`src/rtl/sfcr_pkg.sv`:
```
// Package for the SLIP frame receiver with CRC-16/ARC check.
// Holds the framing codes, register indexes, result struct and CRC step.
// Depends on nothing.
package sfcr_pkg;

  localparam logic [7:0] CODE_END     = 8'hC0;
  localparam logic [7:0] CODE_ESC     = 8'hDB;
  localparam logic [7:0] CODE_ESC_END = 8'hDC;
  localparam logic [7:0] CODE_ESC_ESC = 8'hDD;

  localparam logic [15:0] CRC_POLY = 16'hA001;

  localparam logic [7:0] MAX_FRAME_RESET = 8'd131;
  localparam logic [7:0] MIN_FRAME_RESET = 8'd4;

  typedef enum logic {
    REG_MAX_FRAME = 1'b0,
    REG_MIN_FRAME = 1'b1
  } reg_index_t;

  typedef struct packed {
    logic       valid;
    logic       is_frame_end;
    logic [7:0] byte_value;
    logic [7:0] byte_index;
    logic [7:0] frame_length;
    logic       frame_good;
  } sfcr_result_t;

  function automatic logic [15:0] crc_feed(input logic [15:0] crc, input logic [7:0] b);
    logic [15:0] c;
    c = crc ^ {8'h00, b};
    for (int k = 0; k < 8; k++) begin
      if (c[0]) begin
        c = (c >> 1) ^ CRC_POLY;
      end else begin
        c = c >> 1;
      end
    end
    return c;
  endfunction

endpackage

```
`src/rtl/sfcr_decoder.sv`:
```
// Frame state of the SLIP receiver: escape flag, byte count and CRCs.
// Decodes one raw byte per step and forms its result combinationally.
// Depends on sfcr_pkg.
module sfcr_decoder (
  input  logic                  clk,
  input  logic                  rst,
  input  logic                  step,
  input  logic [7:0]            rx_byte,
  input  logic [7:0]            max_frame_bytes,
  input  logic [7:0]            min_frame_bytes,
  output sfcr_pkg::sfcr_result_t result
);
  import sfcr_pkg::*;

  logic        escape_pending, escape_pending_next;
  logic [7:0]  stored_count, stored_count_next;
  logic [15:0] running_crc, running_crc_next;
  logic [15:0] received_crc, received_crc_next;
  logic [7:0]  decoded;

  always_comb begin
    escape_pending_next = escape_pending;
    stored_count_next   = stored_count;
    running_crc_next    = running_crc;
    received_crc_next   = received_crc;
    result              = '0;
    decoded             = rx_byte;
    if (escape_pending && rx_byte == CODE_ESC_END) begin
      decoded = CODE_END;
    end else if (escape_pending && rx_byte == CODE_ESC_ESC) begin
      decoded = CODE_ESC;
    end
    if (rx_byte == CODE_END) begin
      if (stored_count != 8'd0) begin
        result.valid        = 1'b1;
        result.is_frame_end = 1'b1;
        result.frame_length = stored_count;
        result.frame_good   = (stored_count >= min_frame_bytes) && (stored_count >= 8'd2) &&
                              (running_crc == received_crc);
        escape_pending_next = 1'b0;
        stored_count_next   = 8'd0;
        running_crc_next    = 16'd0;
        received_crc_next   = 16'd0;
      end
    end else if (rx_byte == CODE_ESC) begin
      escape_pending_next = 1'b1;
    end else begin
      escape_pending_next = 1'b0;
      if (stored_count < max_frame_bytes) begin
        if (stored_count == 8'd0) begin
          received_crc_next = {received_crc[15:8], decoded};
          running_crc_next  = crc_feed(running_crc, 8'd0);
        end else if (stored_count == 8'd1) begin
          received_crc_next = {decoded, received_crc[7:0]};
          running_crc_next  = crc_feed(running_crc, 8'd0);
        end else begin
          running_crc_next  = crc_feed(running_crc, decoded);
        end
        result.valid      = 1'b1;
        result.byte_value = decoded;
        result.byte_index = stored_count;
        stored_count_next = stored_count + 8'd1;
      end
    end
  end

  always_ff @(posedge clk) begin
    if (rst) begin
      escape_pending <= 1'b0;
      stored_count   <= 8'd0;
      running_crc    <= 16'd0;
      received_crc   <= 16'd0;
    end else if (step) begin
      escape_pending <= escape_pending_next;
      stored_count   <= stored_count_next;
      running_crc    <= running_crc_next;
      received_crc   <= received_crc_next;
    end
  end

endmodule

```
`src/rtl/slip_frame_crc_receiver.sv`:
```
// Top level of the SLIP frame receiver with CRC-16/ARC frame check.
// Input register, frame decoder and output register; uses sfcr_pkg, sfcr_decoder.
//
//   Channel  Direction  Beat
//   in       sink       rx_byte
//   out      source     is_frame_end, byte_value, byte_index, frame_length, frame_good
//   cfg      sink       cfg_index, cfg_data
//
// One raw byte per cycle is taken unless the output stalls; its result is registered.
// The combinational decode from input register to output register sets the rate.
// Reset clears the frame state and both beat valid flags and restores the limits.
// A stalled result holds the output; one more byte waits in the input register.
module slip_frame_crc_receiver (
  input  logic                      clk,
  input  logic                      rst,
  input  logic                      in_valid,
  output logic                      in_stall,
  input  logic [7:0]                rx_byte,
  output logic                      out_valid,
  input  logic                      out_stall,
  output logic                      is_frame_end,
  output logic [7:0]                byte_value,
  output logic [7:0]                byte_index,
  output logic [7:0]                frame_length,
  output logic                      frame_good,
  input  logic                      cfg_write,
  input  sfcr_pkg::reg_index_t      cfg_index,
  input  logic [7:0]                cfg_data
);
  import sfcr_pkg::*;

  logic         in_full;
  logic [7:0]   in_byte;
  logic [7:0]   max_frame_bytes;
  logic [7:0]   min_frame_bytes;
  logic         advance;
  logic         step;
  sfcr_result_t result;

  assign advance  = !(out_valid && out_stall);
  assign in_stall = in_full && !advance;
  assign step     = in_full && advance;

  sfcr_decoder u_decoder (
    .clk             (clk),
    .rst             (rst),
    .step            (step),
    .rx_byte         (in_byte),
    .max_frame_bytes (max_frame_bytes),
    .min_frame_bytes (min_frame_bytes),
    .result          (result)
  );

  always_ff @(posedge clk) begin
    if (rst) begin
      max_frame_bytes <= MAX_FRAME_RESET;
      min_frame_bytes <= MIN_FRAME_RESET;
    end else if (cfg_write) begin
      case (cfg_index)
        REG_MAX_FRAME: max_frame_bytes <= cfg_data;
        REG_MIN_FRAME: min_frame_bytes <= cfg_data;
        default: ;
      endcase
    end
  end

  always_ff @(posedge clk) begin
    if (rst) begin
      in_full   <= 1'b0;
      out_valid <= 1'b0;
    end else begin
      if (!in_stall) begin
        in_full <= in_valid;
      end
      if (advance) begin
        out_valid <= step && result.valid;
      end
    end
  end

  always_ff @(posedge clk) begin
    if (!in_stall && in_valid) begin
      in_byte <= rx_byte;
    end
    if (advance && step && result.valid) begin
      is_frame_end <= result.is_frame_end;
      byte_value   <= result.byte_value;
      byte_index   <= result.byte_index;
      frame_length <= result.frame_length;
      frame_good   <= result.frame_good;
    end
  end

endmodule

```
`config.mk`:
```
export PLATFORM = sky130hd
export DESIGN_NAME = slip_frame_crc_receiver
export DESIGN_NICKNAME = d
export VERILOG_FILES = /design/src/rtl/sfcr_pkg.sv /design/src/rtl/sfcr_decoder.sv /design/src/rtl/slip_frame_crc_receiver.sv
export SDC_FILE = /design/constraint.sdc
export NUM_CORES = 1
export LEC_CHECK = 0
export BUFFER_PORTS_ARGS = -buffer_cell sky130_fd_sc_hd__buf_2
export CAP_MARGIN = 30
export CORE_MARGIN = 5
export CORE_UTILIZATION = 40
export DETAILED_ROUTE_END_ITERATION = 6
export SYNTH_ARGS = -nofsm -noshare
export SYNTH_HDL_FRONTEND = slang
export SYNTH_SLANG_ARGS = --single-unit
```
`constraint.sdc`:
```
create_clock -name clk -period 7.46 [get_ports clk]
set_clock_uncertainty 0.15 [all_clocks]
set_input_delay 1.492 -clock clk [delete_from_list [all_inputs] [get_ports clk]]
set_output_delay 1.492 -clock clk [all_outputs]
set_load 0.02 [all_outputs]
```
==> flow_metrics.py <==
metrics = {
    "clocking": {
        "cts-root-buf": "clkbuf_16",
        "cts-resized-gates": 0,
        "post_cts_buffers": 0,
        "cts_buffer_depth": 2,
        "clock_latency_ns": 0.34,
        "hold_buffers": 0,
        "clock-sinks": 93,
        "cts-htree-levels": 3,
        "path_clk_slew_ns": 0.06,
        "numCtsBuffers": 9,
        "cts_tree": "yes",
    },
    "critical_path": {
        "crit_type": "reg -> reg",
        "critPathTopFamily": "simple AND/OR/NAND/NOR gates",
        "cp.arrival_ns": 3.91,
        "cp.depth": 9,
        "slowest_stage": "a21oi_1",
        "required_ns": 7.54,
        "path_cells": "and4bb_1 > nand2_1 > clkinv_1 > ha_1 > or2_2 > a21oi_1 > and3_1 > xnor2_1 > nor2_1",
        "start_kind": "register",
        "r2r-start": "in_byte[7]",
        "path_max_fanout": 21,
        "end_kind": "register",
        "worst-path-buf-inv": 1,
        "slowest_delay_ns": 0.71,
        "r2r_end": "u_decoder.stored_count[7]",
        "r2r_cells": 9,
        "r2r_slack_ns": 3.63,
    },
    "place": {
        "dp_hpwl_mm": 7.87,
        "place_congestion": 0.875,
        "port_buffers": 49,
    },
    "power_and_ir_drop": {
        "peakVddDrop_mv": 0.129,
        "powerDensity_nw_per_um2": 215,
        "finalPower_mw": 1.13,
        "cellLeakagePower_nw": 2.15,
    },
    "synth": {
        "ys.flop_type": "dfxtp_1",
        "synth_cells": 489,
        "ys_async_sr_fraction_pct": 0,
        "synth_edf_count": 34,
        "ys_seq_area_share_pct": 47.4,
        "syn_nets": 533,
        "ys_ff_latch": 93,
        "synth_cell_type_count": 53,
        "synth.yosys.warnings": 0,
        "netlist_area_um2": 4640,
        "syn_avg_cell_area_um2": 9.50,
    },
    "die": {
        "die_area_um2": 13900,
        "initial_core_util_pct": 40.7,
        "io_pins": 50,
        "core_area_um2": 11400,
        "die_w_um": 118,
        "num_rows": 39,
        "dieHeight_um": 118,
    },
    "min_path": {
        "hold_end": "max_frame_bytes[5]",
        "worstHoldPathCells": 2,
        "min_from": "max_frame_bytes[5]",
        "hp-class": "reg -> reg",
    },
    "routing": {
        "drt_iter0_markers": 194,
        "dr.pass1.iters": 4,
        "wire_per_inst_um": 15.8,
        "ant_nets": 0,
        "via_count": 3518,
        "wirelength_mm": 10.7,
        "viasPerCell": 5.21,
        "post-route-drc-count": 0,
    },
    "final_layout": {
        "layout-drive-gt1-share_pct": 14.1,
        "area_growth_pct": 13.4,
        "num_antenna_cells": 0,
        "fillers": 1091,
        "layout.nets": 571,
    },
    "timing": {
        "final_max_slew_viol_count": 0,
        "min_period_over_period_pct": 51.3,
        "relSlewSlack_pct": 36.2,
        "hold_viol": 0,
        "setup_violations": 0,
        "rsz0062_at_grt": "no",
        "fmax_ghz": 0.261,
        "fin_tns_setup_ns": 0,
        "tightest_slew_ns": 0.957,
        "period_needed_ns": 3.83,
    },
    "global_routing": {
        "grt.overflow.total": 0,
        "grtUsageTotal_pct": 15.6,
        "antenna_found_initial": 0,
        "grt_pass1_wl_mm": 17.7,
        "grt_pass1_vias": 3522,
        "grt_max_degree": 55,
    },
    "run_status": {
        "status": "complete, no violations",
    },
    "run": {
        "maxCapViolCount": 0,
    },
}
## stage by stage
step	hold slack (ns)	util [%]	cells	worst slack [ns]	area, um2
2_1_floorplan	0.283	-	489	4.04	4640
3_3_place_gp	0.296	43.4	657	3.85	4950
3_5_place_dp	0.299	43.7	659	3.70	4990
4_1_cts	0.307	46.1	675	3.68	5270
5_1_grt	0.319	46.1	675	3.30	5270
6_report	0.306	46.1	675	3.63	5270
## area by class of cell
class / count / area [um2] / share of cell area, %
clock inverter: 7 / 56.3 / 1.07
multi-input combinational: 351 / 2250 / 42.6
timing repair buffer: 51 / 280 / 5.32
clock buffer: 9 / 225 / 4.28
sequential: 93 / 2200 / 41.8
inverter: 21 / 78.8 / 1.50
tap: 143 / 179 / 3.40
## cells in the final DEF, fill, tap and decap left out, types with 2 or more instances in the layout
| cell type | synthesis | layout |
|---|---|---|
| o21ai_2 | 2 | 2 |
| inv_1 | 20 | 20 |
| a31oi_1 | 2 | 2 |
| a22oi_1 | 9 | 9 |
| buf_2 | 5 | 49 |
| nand2_1 | 56 | 56 |
| nand4_1 | 6 | 6 |
| a211o_1 | 4 | 4 |
| xor2_1 | 24 | 24 |
| o21ai_0 | 13 | 12 |
| nand2b_1 | 2 | 2 |
| nor4_1 | 5 | 5 |
| ha_1 | 22 | 22 |
| or3_1 | 6 | 6 |
| xnor2_1 | 29 | 29 |
| nand3_1 | 18 | 18 |
| o21a_1 | 2 | 2 |
| nor3_1 | 7 | 7 |
| and3_1 | 13 | 13 |
| dfxtp_1 | 59 | 59 |
| and2_1 | 9 | 9 |
| a21o_1 | 4 | 4 |
| edfxtp_1 | 34 | 34 |
| nor2b_1 | 4 | 4 |
| a21oi_1 | 39 | 39 |
| clkinv_1 | 1 | 4 |
| nand3b_1 | 4 | 4 |
| nor2_1 | 49 | 48 |
| o21ai_1 | 1 | 2 |
| clkbuf_16 | 0 | 9 |
| nor3_4 | 2 | 2 |
| clkinv_2 | 0 | 3 |
## cells by family (layout without fill, tap and decap cells)
group	Yosys count	after routing	synth area share [%]
compound gates	82	82	10.6
buf+inv	45	88	4.28
xor+xnor	55	55	11.0
simple gates	191	191	20.6
fa+ha+maj	22	22	5.93
flops	93	93	47.4
mux	1	1	0.216
## power breakdown
group,leakage [nW],internal (mW),switching (mW)
clock network,0.141,0.254,0.183
registers,0.798,0.547,0.0158
logic,1.21,0.0525,0.0811
## cell usage after synthesis, drive strengths merged (4+ instances only)
library cell  instances  area share [%]
edfxtp               34              22
inv                  20             1.6
nand2                57             4.7
xnor2                29             5.5
and3                 14             1.9
nand3b                5            0.89
ha                   22             5.9
dfxtp                59              25
and2                  9             1.2
nor4                  5            0.67
buf                   9             1.3
or3                   6            0.81
nor3                  9             1.5
a22oi                 9             1.5
nand4                 6            0.81
a21o                  4            0.65
a21oi                39             4.2
nor2b                 4            0.54
xor2                 24             4.5
a211o                 4            0.75
nor2                 50             4.2
o21ai                16             1.9
clkbuf               15             1.2
nand3                18             1.9
## sequential cells by signal, indices dropped and copies added (netlist names), 8 cells and up
| register | count |
|---|---|
| frame_length | 8 |
| max_frame_bytes | 8 |
| u_decoder.stored_count | 8 |
| u_decoder.running_crc | 16 |
| in_byte | 8 |
| min_frame_bytes | 8 |
| u_decoder.received_crc | 16 |
| byte_index | 8 |
| byte_value | 8 |
## worst max path at each step
stage                     slack [ns]       start                         to
after detailed placement        3.70  in_byte[6]  u_decoder.stored_count[7]
after global placement          3.85  in_byte[7]  u_decoder.stored_count[7]
final                           3.63  in_byte[7]  u_decoder.stored_count[7]
after global routing            3.30  in_byte[7]  u_decoder.stored_count[4]
after CTS                       3.68  in_byte[7]  u_decoder.stored_count[7]
after floorplan                 4.04   out_stall                   in_stall
## routing by layer
| layer | vias up | routed length, um | global-route usage (%) |
|---|---|---|---|
| li1 | 1759 | - | - |
| met1 | 1645 | 4880 | 20.6 |
| met2 | 95 | 4930 | 24.5 |
| met3 | 19 | 614 | 2.69 |
| met4 | 0 | 258 | 7.74 |
| met5 | - | 0 | 0 |
## tightest hold or removal path, delay by kind of cell (launching register included)
| family | cells | cell delay, ns |
|---|---|---|
| and+or+nand+nor | 1 | 0.05 |
| AOI/OAI and AO/OA | 1 | 0.05 |
| DFF | 1 | 0.31 |
No activity file was read; power rests on OpenSTA's default activity.
